===== src/rtl/core/cat_pkg.sv =====
// Shared types and constants for the client admission table.
`default_nettype none

package cat_pkg;

	localparam int KEY_W     = 32;
	localparam int TIME_W    = 32;
	localparam int CFG_W     = 16;
	localparam int CNT_W     = 16;
	localparam int VERDICT_W = 2;
	localparam int CFG_IDX_W = 2;

	localparam logic [VERDICT_W-1:0] VERDICT_ADMIT = 2'd0;
	localparam logic [VERDICT_W-1:0] VERDICT_BUSY  = 2'd1;
	localparam logic [VERDICT_W-1:0] VERDICT_FULL  = 2'd2;

	localparam logic [CFG_IDX_W-1:0] CFG_ADMIT_LIMIT = 2'd0;
	localparam logic [CFG_IDX_W-1:0] CFG_EXPIRY      = 2'd1;

	localparam logic [CFG_W-1:0] ADMIT_LIMIT_RESET = 16'd10;
	localparam logic [CFG_W-1:0] EXPIRY_RESET      = 16'd60;

	// One table entry as stored in memory.
	typedef struct packed {
		logic              valid;
		logic              admitted;
		logic [KEY_W-1:0]  key;
		logic [TIME_W-1:0] last_seen;
	} entry_t;

	typedef enum logic [2:0] {
		ST_CLEAR,
		ST_IDLE,
		ST_SCAN,
		ST_DRAIN,
		ST_DONE
	} fsm_t;

	typedef struct packed {
		logic clear;
		logic eval;
	} scan_ctl_t;

	typedef struct packed {
		logic hit;
		logic hit_admitted;
		logic free;
		logic expire;
		logic expire_admitted;
	} scan_flags_t;

endpackage

`default_nettype wire


===== src/rtl/core/client_admission_table_core.sv =====
// Top level of the client admission table: control, configuration and result register.
//
//   Channel   Direction  Handshake              Payload
//   in        in         in_valid / in_stall    client_key, now_seconds
//   out       out        out_valid / out_stall  verdict, admitted_count
//   cfg       in         cfg_we                 cfg_index, cfg_data
//
// After its transfer, a request is swept with one read per entry through the table
// RAM's single read port; the read pipeline then drains, and a final step writes back
// and forms the verdict. The idle state takes the next request only once that step
// is done, so a new request is not taken while one is still being swept.
// After reset the RAM is cleared entry by entry; in_stall is high meanwhile.
// A stalled result holds the output register; the next request may still
// be taken and swept, and it waits in the final step until the register frees.
`default_nettype none

module client_admission_table_core #(
	parameter int TABLE_ENTRIES = 64
) (
	input  wire logic                            clk,
	input  wire logic                            arst_n,
	input  wire logic                            in_valid,
	output logic                                 in_stall,
	input  wire logic [cat_pkg::KEY_W-1:0]       client_key,
	input  wire logic [cat_pkg::TIME_W-1:0]      now_seconds,
	output logic                                 out_valid,
	input  wire logic                            out_stall,
	output logic      [cat_pkg::VERDICT_W-1:0]   verdict,
	output logic      [cat_pkg::CNT_W-1:0]       admitted_count,
	input  wire logic                            cfg_we,
	input  wire logic [cat_pkg::CFG_IDX_W-1:0]   cfg_index,
	input  wire logic [cat_pkg::CFG_W-1:0]       cfg_data
);

	localparam int               IDX_W    = $clog2(TABLE_ENTRIES);
	localparam int               ENTRY_W  = $bits(cat_pkg::entry_t);
	localparam logic [IDX_W-1:0] LAST_IDX = IDX_W'(TABLE_ENTRIES - 1);

	cat_pkg::fsm_t state_q;
	cat_pkg::fsm_t state_d;

	logic [IDX_W-1:0]           rd_idx_q;
	logic                       rd_v_s1;
	logic [IDX_W-1:0]           idx_s1;
	logic [cat_pkg::KEY_W-1:0]  key_q;
	logic [cat_pkg::TIME_W-1:0] now_q;
	logic [cat_pkg::CNT_W-1:0]  live_q;
	logic [cat_pkg::CFG_W-1:0]  admit_limit_q;
	logic [cat_pkg::CFG_W-1:0]  expiry_q;
	logic                       out_valid_q;
	logic [cat_pkg::VERDICT_W-1:0] verdict_q;
	logic [cat_pkg::CNT_W-1:0]  count_q;

	logic                 in_xfer;
	logic                 out_free;
	logic                 ram_re;
	logic                 clr_we;
	logic                 done_fire;
	cat_pkg::scan_ctl_t   scan_ctl;
	cat_pkg::scan_flags_t flags;
	logic [IDX_W-1:0]     hit_idx;
	logic [IDX_W-1:0]     free_idx;
	cat_pkg::entry_t      rd_entry;
	logic [ENTRY_W-1:0]   rd_data;

	logic                       ram_we;
	logic [IDX_W-1:0]           ram_waddr;
	cat_pkg::entry_t            ram_wentry;
	logic                       already;
	logic                       admit_now;
	logic [cat_pkg::VERDICT_W-1:0] verdict_d;
	logic [cat_pkg::CNT_W-1:0]  count_d;

	assign in_xfer  = in_valid && !in_stall;
	assign out_free = !out_valid_q || !out_stall;
	assign rd_entry = cat_pkg::entry_t'(rd_data);

	// Next state.
	always_comb begin
		state_d = state_q;
		unique case (state_q)
			cat_pkg::ST_CLEAR: begin
				if (rd_idx_q == LAST_IDX) begin
					state_d = cat_pkg::ST_IDLE;
				end
			end
			cat_pkg::ST_IDLE: begin
				if (in_valid) begin
					state_d = cat_pkg::ST_SCAN;
				end
			end
			cat_pkg::ST_SCAN: begin
				if (rd_idx_q == LAST_IDX) begin
					state_d = cat_pkg::ST_DRAIN;
				end
			end
			cat_pkg::ST_DRAIN: begin
				state_d = cat_pkg::ST_DONE;
			end
			cat_pkg::ST_DONE: begin
				if (out_free) begin
					state_d = cat_pkg::ST_IDLE;
				end
			end
			default: begin
				state_d = cat_pkg::ST_CLEAR;
			end
		endcase
	end

	// State outputs.
	always_comb begin
		in_stall       = 1'b1;
		ram_re         = 1'b0;
		clr_we         = 1'b0;
		done_fire      = 1'b0;
		scan_ctl.clear = 1'b0;
		scan_ctl.eval  = rd_v_s1;
		unique case (state_q)
			cat_pkg::ST_CLEAR: begin
				clr_we = 1'b1;
			end
			cat_pkg::ST_IDLE: begin
				in_stall       = 1'b0;
				scan_ctl.clear = 1'b1;
			end
			cat_pkg::ST_SCAN: begin
				ram_re = 1'b1;
			end
			cat_pkg::ST_DRAIN: begin
			end
			cat_pkg::ST_DONE: begin
				done_fire = out_free;
			end
			default: begin
			end
		endcase
	end

	always_ff @(posedge clk or negedge arst_n) begin
		if (!arst_n) begin
			state_q  <= cat_pkg::ST_CLEAR;
			rd_idx_q <= '0;
			rd_v_s1  <= 1'b0;
		end else begin
			state_q <= state_d;
			rd_v_s1 <= ram_re;
			if (clr_we || ram_re) begin
				rd_idx_q <= rd_idx_q + 1'b1;
			end
			if (state_d == cat_pkg::ST_IDLE || state_d == cat_pkg::ST_DRAIN) begin
				rd_idx_q <= '0;
			end
		end
	end

	always_ff @(posedge clk) begin
		idx_s1 <= rd_idx_q;
		if (in_xfer) begin
			key_q <= client_key;
			now_q <= now_seconds;
		end
	end

	always_ff @(posedge clk or negedge arst_n) begin
		if (!arst_n) begin
			admit_limit_q <= cat_pkg::ADMIT_LIMIT_RESET;
			expiry_q      <= cat_pkg::EXPIRY_RESET;
		end else if (cfg_we) begin
			unique case (cfg_index)
				cat_pkg::CFG_ADMIT_LIMIT: admit_limit_q <= cfg_data;
				cat_pkg::CFG_EXPIRY:      expiry_q      <= cfg_data;
				default: begin
				end
			endcase
		end
	end

	// Final decision for the request once the sweep is complete.
	always_comb begin
		already   = flags.hit && flags.hit_admitted;
		admit_now = 1'b0;
		verdict_d = cat_pkg::VERDICT_ADMIT;
		if (!flags.hit && !flags.free) begin
			verdict_d = cat_pkg::VERDICT_FULL;
		end else if (!already) begin
			if (live_q < admit_limit_q) begin
				admit_now = 1'b1;
			end else begin
				verdict_d = cat_pkg::VERDICT_BUSY;
			end
		end
		count_d = admit_now ? live_q + 1'b1 : live_q;
	end

	// Expiry write-backs happen during the sweep at the entry just read, never
	// at the entry being read, so the RAM needs no forwarding path.
	always_comb begin
		ram_we                = 1'b0;
		ram_waddr             = rd_idx_q;
		ram_wentry            = '0;
		ram_wentry.key        = key_q;
		ram_wentry.last_seen  = now_q;
		if (clr_we) begin
			ram_we = 1'b1;
		end else if (flags.expire) begin
			ram_we    = 1'b1;
			ram_waddr = idx_s1;
		end else if (done_fire && (flags.hit || flags.free)) begin
			ram_we              = 1'b1;
			ram_waddr           = flags.hit ? hit_idx : free_idx;
			ram_wentry.valid    = 1'b1;
			ram_wentry.admitted = already || admit_now;
		end
	end

	always_ff @(posedge clk or negedge arst_n) begin
		if (!arst_n) begin
			live_q      <= '0;
			out_valid_q <= 1'b0;
		end else begin
			if (flags.expire_admitted && (live_q != '0)) begin
				live_q <= live_q - 1'b1;
			end else if (done_fire) begin
				live_q <= count_d;
			end
			if (done_fire) begin
				out_valid_q <= 1'b1;
			end else if (!out_stall) begin
				out_valid_q <= 1'b0;
			end
		end
	end

	always_ff @(posedge clk) begin
		if (done_fire) begin
			verdict_q <= verdict_d;
			count_q   <= count_d;
		end
	end

	assign out_valid      = out_valid_q;
	assign verdict        = verdict_q;
	assign admitted_count = count_q;

	cat_ram #(
		.WIDTH (ENTRY_W),
		.DEPTH (TABLE_ENTRIES)
	) u_ram (
		.clk   (clk),
		.we    (ram_we),
		.waddr (ram_waddr),
		.wdata (ram_wentry),
		.re    (ram_re),
		.raddr (rd_idx_q),
		.rdata (rd_data)
	);

	cat_scan #(
		.TABLE_ENTRIES (TABLE_ENTRIES)
	) u_scan (
		.clk      (clk),
		.arst_n   (arst_n),
		.ctl      (scan_ctl),
		.idx_s1   (idx_s1),
		.entry    (rd_entry),
		.key      (key_q),
		.now      (now_q),
		.expiry   (expiry_q),
		.flags    (flags),
		.hit_idx  (hit_idx),
		.free_idx (free_idx)
	);

endmodule

`default_nettype wire


===== src/rtl/core/cat_ram.sv =====
// Generic single-clock RAM with one write port and one registered read port.
`default_nettype none

module cat_ram #(
	parameter int WIDTH = 66,
	parameter int DEPTH = 64
) (
	input  wire logic                     clk,
	input  wire logic                     we,
	input  wire logic [$clog2(DEPTH)-1:0] waddr,
	input  wire logic [WIDTH-1:0]         wdata,
	input  wire logic                     re,
	input  wire logic [$clog2(DEPTH)-1:0] raddr,
	output logic      [WIDTH-1:0]         rdata
);

	logic [WIDTH-1:0] mem [DEPTH];

	always_ff @(posedge clk) begin
		if (we) begin
			mem[waddr] <= wdata;
		end
		if (re) begin
			rdata <= mem[raddr];
		end
	end

endmodule

`default_nettype wire


===== src/rtl/core/cat_scan.sv =====
// Per-entry expiry check, key match and free-slot tracking during a table sweep.
`default_nettype none

module cat_scan #(
	parameter int TABLE_ENTRIES = 64
) (
	input  wire logic                             clk,
	input  wire logic                             arst_n,
	input  wire cat_pkg::scan_ctl_t               ctl,
	input  wire logic [$clog2(TABLE_ENTRIES)-1:0] idx_s1,
	input  wire cat_pkg::entry_t                  entry,
	input  wire logic [cat_pkg::KEY_W-1:0]        key,
	input  wire logic [cat_pkg::TIME_W-1:0]       now,
	input  wire logic [cat_pkg::CFG_W-1:0]        expiry,
	output cat_pkg::scan_flags_t                  flags,
	output logic      [$clog2(TABLE_ENTRIES)-1:0] hit_idx,
	output logic      [$clog2(TABLE_ENTRIES)-1:0] free_idx
);

	localparam int IDX_W = $clog2(TABLE_ENTRIES);

	logic [cat_pkg::TIME_W-1:0] idle;
	logic                       expired;
	logic                       live;
	logic                       hit_q;
	logic                       hit_adm_q;
	logic                       free_q;
	logic [IDX_W-1:0]           hit_idx_q;
	logic [IDX_W-1:0]           free_idx_q;

	// Idle time wraps modulo 2^32, so a clock that ran backwards reads as long idle.
	assign idle    = now - entry.last_seen;
	assign expired = entry.valid && (idle >= {{(cat_pkg::TIME_W-cat_pkg::CFG_W){1'b0}}, expiry});
	assign live    = entry.valid && !expired;

	// An expired entry is both removed and counted as a free slot in the same pass.
	always_ff @(posedge clk or negedge arst_n) begin
		if (!arst_n) begin
			hit_q  <= 1'b0;
			free_q <= 1'b0;
		end else if (ctl.clear) begin
			hit_q  <= 1'b0;
			free_q <= 1'b0;
		end else if (ctl.eval) begin
			if (live && (entry.key == key) && !hit_q) begin
				hit_q <= 1'b1;
			end
			if (!live && !free_q) begin
				free_q <= 1'b1;
			end
		end
	end

	always_ff @(posedge clk) begin
		if (ctl.eval && live && (entry.key == key) && !hit_q) begin
			hit_idx_q <= idx_s1;
			hit_adm_q <= entry.admitted;
		end
		if (ctl.eval && !live && !free_q) begin
			free_idx_q <= idx_s1;
		end
	end

	always_comb begin
		flags.hit             = hit_q;
		flags.hit_admitted    = hit_adm_q;
		flags.free            = free_q;
		flags.expire          = ctl.eval && expired;
		flags.expire_admitted = ctl.eval && expired && entry.admitted;
	end

	assign hit_idx  = hit_idx_q;
	assign free_idx = free_idx_q;

endmodule

`default_nettype wire


===== config.mk =====
export PLATFORM = sky130hd
export DESIGN_NAME = client_admission_table_core
export DESIGN_NICKNAME = d
export VERILOG_FILES = /design/src/rtl/core/cat_pkg.sv /design/src/rtl/core/client_admission_table_core.sv /design/src/rtl/core/cat_ram.sv /design/src/rtl/core/cat_scan.sv
export SDC_FILE = /design/constraint.sdc
export NUM_CORES = 2
export LEC_CHECK = 0
export BUFFER_PORTS_ARGS = -buffer_cell sky130_fd_sc_hd__buf_2
export CAP_MARGIN = 20
export CORE_MARGIN = 3
export CORE_UTILIZATION = 50
export DETAILED_ROUTE_END_ITERATION = 10
export PLACE_DENSITY = 0.69
export REMOVE_ABC_BUFFERS = 1
export SYNTH_ARGS = -nofsm -noshare
export SYNTH_HDL_FRONTEND = slang
export SYNTH_MEMORY_MAX_BITS = 65536
export SYNTH_SLANG_ARGS = --single-unit

===== constraint.sdc =====
create_clock -name clk -period 15.25 [get_ports clk]
set_input_delay 0 -clock clk [delete_from_list [all_inputs] [get_ports clk]]
set_output_delay 0 -clock clk [all_outputs]
set_load 0.1 [all_outputs]

== Yosys cells after proc, flatten, opt, wreduce, memory -nomap -nowiden ==
Memories as Yosys holds them, arrays and structs flattened. A register that Yosys moved wholly into a read port is not among the register bits.
Cells that the tools add are included.

* $add $sub $neg: 4
* Order comparisons: 2
* Equal/unequal tests: 10
* Mux-type cells: 39
* Reductions and logical operators: 41

{| class="wikitable"
|+ Operators with widths
! operator !! number
|-
| 16-bit two-way mux || 3
|-
| 6-bit two-way mux || 6
|-
| 32-bit == test || 1
|-
| 32-bit by 16-bit greater-or-equal comparator with 1-bit output || 1
|-
| 32-bit subtractor || 1
|-
| 1-bit two-way mux || 22
|-
| 1-bit logical AND || 17
|-
| 16-bit by 1-bit adder with 16-bit output (second input constant) || 1
|-
| 16-bit < comparator || 1
|-
| 16-bit nonzero test || 1
|-
| 16-bit by 1-bit subtractor with 16-bit output (second input constant) || 1
|-
| 3-bit one-hot mux with 5 select lines || 1
|-
| 3-bit two-way mux || 4
|-
| 2-bit nonzero test || 5
|-
| 3-bit by 2-bit == test with 1-bit output (second input constant) || 3
|-
| 2-bit AND reduction || 4
|-
| 6-bit by 1-bit adder with 6-bit output (second input constant) || 1
|-
| 3-bit by 1-bit == test with 1-bit output (second input constant) || 2
|-
| 6-bit == test (second input constant) || 1
|-
| 1-bit zero test || 6
|-
| 2-bit two-way mux || 3
|-
| 1-bit logical OR || 5
|-
| 3-bit == test (second input constant) || 1
|-
| 3-bit zero test || 1
|-
| 4 further kinds || 4
|}

* Flip-flop bits (word level): 162
* Memory bits (writable): 4224
* Output and inout port bits: 20
* Logic and storage cells: 115
* Memories: 1

{| class="wikitable"
|+ Memories
! memory !! words !! width !! rd ports !! clocked after Yosys merged registers in !! wr ports !! RTL line !! RTL
|-
| u_ram.mem || 64 || 66 || 1 || 1 || 1 || cat_ram.sv:17 || <nowiki>logic [WIDTH-1:0] mem [DEPTH];</nowiki>
|}

== Logic depth before layout (Yosys ltp) ==
* Word-level depth: 10
* Mapped depth: 24
* Depth with buffers taken out: 22

== By module ==
Synthesis repeated with hierarchy kept, for this count alone.

* Cell total of the unflattened synthesis: 7833
* Area, all modules: 171152.9 sq um

{| class="wikitable"
|+ Modules (own cells, without submodules)
! module !! instances !! cells each !! area each (sq um) !! seq. area each (sq um)
|-
| cat_ram || 1 || 6852 || 161157.1 || 128823.6
|-
| client_admission_table_core || 1 || 481 || 6236.0 || 4066.4
|-
| cat_scan || 1 || 500 || 3759.9 || 440.4
|}

== Worst setup path before layout ==
OpenSTA, ideal clock, no wires.

* Path type: register -> register
* From: reg now_q[0] (netlist bit)
* To: mem u_ram.mem[26][0] (enable)
* Setup time: 0.653 ns
* Arrival time: 11.243 ns
* Data required time: 14.597 ns
* Slack: 3.353 ns
* Stages on the path, launching flop included: 23
* Path buffers: 0
* Period minus slack after synthesis: 11.897 ns
* Cells stage by stage: edfxtp_1 -> inv_1 -> ha_1 -> fa_1 -> and2b_1 -> o2111ai_4 -> nand2_1 -> nand3_1 -> nand2_1 -> xor2_1 -> ha_1 -> a21o_1 -> a21oi_1 -> nor2b_1 -> a2111oi_1 -> o22ai_1 -> a211oi_1 -> and4b_1 -> and3_1 -> a31oi_1 -> o211ai_1 -> a21bo_2 -> nor4_1

* Cells in the longest elaborated chain, start to end: 8
* Elaborated cells on any way between the ends: 10

{| class="wikitable"
|+ Ends and longest elaborated chain
! item !! RTL line !! RTL
|-
| start, declared || client_admission_table_core.sv:46 || <nowiki>logic [cat_pkg::TIME_W-1:0] now_q;</nowiki>
|-
| start signal, assigned || client_admission_table_core.sv:161 || <nowiki>now_q <= now_seconds;</nowiki>
|-
| 32-bit subtractor (*) || cat_scan.sv:32 || <nowiki>assign idle = now - entry.last_seen;</nowiki>
|-
| 32-bit by 16-bit greater-or-equal comparator with 1-bit output (*) || cat_scan.sv:33 || <nowiki>assign expired = entry.valid && (idle >= {{(cat_pkg::TIME_W-cat_pkg::CFG_W){1'b0}}, expiry});</nowiki>
|-
| 1-bit logical AND (*) || cat_scan.sv:33 ||
|-
| 1-bit logical AND (*) || cat_scan.sv:68 || <nowiki>flags.expire = ctl.eval && expired;</nowiki>
|-
| 1-bit two-way mux || client_admission_table_core.sv:206 || <nowiki>end else if (flags.expire) begin</nowiki>
|-
| 1-bit two-way mux || client_admission_table_core.sv:204 || <nowiki>if (clr_we) begin</nowiki>
|-
| 1-bit two-way mux || cat_ram.sv:20 || <nowiki>if (we) begin</nowiki>
|-
| 1-bit two-way mux (implied by the code) || cat_ram.sv:21 || <nowiki>mem[waddr] <= wdata;</nowiki>
|-
| end, declared || cat_ram.sv:17 ||
|}

Mark *: on every way between the ends. The rest lies on a longest branch, timed or not.

== Final worst setup path ==
* From: reg now_q[6] (netlist bit)
* To: mem u_ram.mem[43][39] (enable)

Same word-level chain as after synthesis.

==> results.txt <==
status -> finished clean
Syn Std Cell Area -> 171400 um^2
Synth Instances -> 7028
Rel. slew slack -> 0.2259
HP Start -> cfg_index[0]
Routability Congestion -> 0.8529
htree depth -> 5
most frequent cell after synthesis -> edfxtp_1
clock buffer depth -> 4
vias per inst -> 6.445
Worst Setup SP -> now_q[6]
final hold vios -> 0
dpl hpwl -> 248600 um
synth unique cells -> 84
Sinks on Clock Net -> 4452
Hold Path Sink -> admit_limit_q[9]
top_reg_cell synth -> edfxtp_1
core region area -> 340600 um^2
top post-synthesis cells by area -> edfxtp_1 (77%), mux4_2 (18%), dfrtp_1 (0.80%)
Ports -> 107
first-pass GRT wire length -> 623200 um
DR pass1 iterations -> 5
Initial DRC Count -> 11340
max_cap viols -> 0
CP startpoint kind -> register
GRT Overall Usage -> 0.2508
CP required -> 15.83 ns
CP arrival -> 9.33 ns
final setup vio count -> 0
die area -> 349900 um^2
Worst Hold Class -> input pin to register
Pins Over Slew Limit -> 0
initial antenna violation count -> 18
Crit path largest cell delay -> 0.91 ns
Setup TNS Final -> 0 ns
largest net degree at the start of global routing -> 134
cts bufs inserted -> 433
Post-synth EDFFs -> 4385
P_leak -> 58.52 nW
Critical Path End Type -> register
fin crit share -> 0.5739
worst r2r src -> now_q[6]
Layout area overhead -> 13.37%
num rows -> 214
Reg2Reg Setup Slack -> 6.50 ns
CP cell instances -> buf_4, ha_1, a21oi_1, nand2_1, o21bai_1, o21ai_0, xor2_1, ha_1, a21o_1, a21oi_1, nor2b_1, a2111oi_1, o21ai_0, or4_1, or4_1, nor4_1, nand4_1, mux2i_4, nand3_2, nor2_4, buf_4
Reg2Reg Depth -> 21
Max Fclk -> 0.1143 GHz
Max VDD drop -> 0.09879 mV
Synth top cells by count -> edfxtp_1 (4385), mux4_2 (1386), clkbuf_1 (256)
dpl cell area -> 178800 um^2
Final #Nets -> 7800
critical path class -> register to register
clock-pin transition on the worst setup and hold timing paths -> 0.06 ns
register area -> 133400 um^2
die height -> 591.5 um
synthesized flop and latch total -> 4452
Post-Syn Area per Cell -> 24.39 um^2
post-synth top area share -> 0.7681
cell taking the most area after synthesis -> edfxtp_1
Vias -> 80860
# DRC -> 0
Hold Path Cell Cnt -> 5
FF-to-FF End -> u_ram.mem[43][39]
CTS tree -> built
post-route cell area -> 194300 um^2
Seq/Total Area, Yosys -> 0.7778
area occupied by multi-input gates -> 36920 um^2
Power per Cell Area -> 122.1 nW/um^2
share of cells above drive strength 1 -> 0.3084
Root Buffer -> clkbuf_16
GRT overflow -> 0
worst skew pair latency -> 0.98 ns
ys async rst share -> 0.01370
vias in the first global route -> 80590
die width -> 591.5 um
Starting Density -> 0.5033
RSZ-0062 raised after global routing -> no
filler instances -> 24030
Syn. warnings -> 0
crit path time final -> 8.751 ns
Post-CTS Setup Repair Bufs -> 0
Slowest-stage cell, CP -> buf_4
Final Skew -> 0.08056 ns
I/O Buffers -> 106
Routed WL -> 437900 um
Worst-Margin Slew -> 1.161 ns
Antenna Nets Post-Route -> 0
crit-path max FO -> 65
drt wl/cell -> 34.90 um
==> metal layers <==
layer  GRT usage  wire length, um
met5           0              104
met4     0.08275            15940
met3     0.04058            39130
met2      0.4046           215700
met1      0.3547           167000
==> worst max path at each step <==
stage                        endpoint  slack (ns)
floorplan            u_ram.mem[27][0]      -33.47
global placement    u_ram.mem[43][62]        6.41
detailed placement  u_ram.mem[43][63]        6.57
CTS                 u_ram.mem[43][39]        6.54
global route        u_ram.mem[43][39]        6.12
finish              u_ram.mem[43][39]        6.50
==> worst max-delay path, delay by kind of cell, from the launching register on <==
kind	cells	cell delay [ns]
buffers and inverters	2	1.54
DFF	1	0.33
AOI/OAI and AO/OA	7	1.89
and+or+nand+nor	8	3.11
muxes	1	0.53
adders and majority gates	2	0.74
xor gates and xnor gates	1	0.18
==> kinds of logic (layout without fill, tap and decap cells) <==
logic type	count (synthesis)	after routing	synth area share
XOR/XNOR	79	79	0.004036
adder cells (fa/ha/maj)	67	67	0.004934
multiplexers	1414	1414	0.1840
AO/OA/AOI/OAI	207	207	0.008131
buffers and inverters	428	1403	0.009525
other	0	8	0
AND/OR/NAND/NOR	381	381	0.01163
flip-flops	4452	4452	0.7778
==> repair_timing <==
action,CTS,global route
hold buffers,176,0
resized for setup,0,0
endpoints found under the hold margin,202,0
==> power breakdown <==
| part | switching, W | internal (W) |
|---|---|---|
| Clock | 0.00449 | 0.00586 |
| Sequential | 0.00000672 | 0.0132 |
| Combinational | 0.0000484 | 0.0000635 |
| Total | 0.00455 | 0.0192 |
==> cell usage in the layout, fill, tap and decap left out, drive strengths merged, types with 26 or more instances in the layout <==
cell / count
clkinv: 208
nor2: 90
ha: 66
xnor2: 53
o21ai: 56
dlygate4sd3: 176
bufinv: 35
inv: 86
edfxtp: 4385
a21oi: 52
dfrtp: 55
nand2: 88
nor3: 40
xor2: 26
nand4: 31
buf: 358
clkbuf: 525
mux4: 1386
==> final cells by class <==
class | instances | area share
antenna | 8 | 0.0001030
clock buffer | 524 | 0.05815
clock inverter | 268 | 0.01215
inverter | 76 | 0.001468
multi-input combinational | 2148 | 0.1900
sequential | 4452 | 0.6862
tap | 4536 | 0.02920
timing repair buffer | 535 | 0.02280
==> stage by stage <==
stage                     utilization  std cells  hold slack [ns]  power [W]  worst slack (ns)
after global placement         0.5248      11560           0.1766    0.01359             6.412
final                          0.5706      12550           0.1888    0.02372             6.499
after CTS                      0.5702      12530           0.1055    0.02386             6.541
after floorplan                     -       6676          -0.2956    0.01355            -33.47
after global routing           0.5706      12540           0.2065    0.02436             6.124
after detailed placement       0.5250      11570           0.1781    0.01359             6.571
==> state kept, by name, indices dropped and copies added, names as in the netlist <==
| register | count |
|---|---|
| u_scan.free_idx | 6 |
| u_ram.rdata | 66 |
| key_q | 32 |
| u_scan.hit_idx | 6 |
| out_valid | 1 |
| now_q | 32 |
| rd_v_s1 | 1 |
| u_ram.mem | 4224 |
| u_scan.hit_adm_q | 1 |
| verdict | 2 |
| state_q | 3 |
| expiry_q | 16 |
| rd_idx_q | 6 |
| admitted_count | 16 |
| admit_limit_q | 16 |
| u_scan.hit_q | 1 |
| u_scan.free_q | 1 |
| idx_s1 | 6 |
| live_q | 16 |
Power figures use the tool's default switching activity.
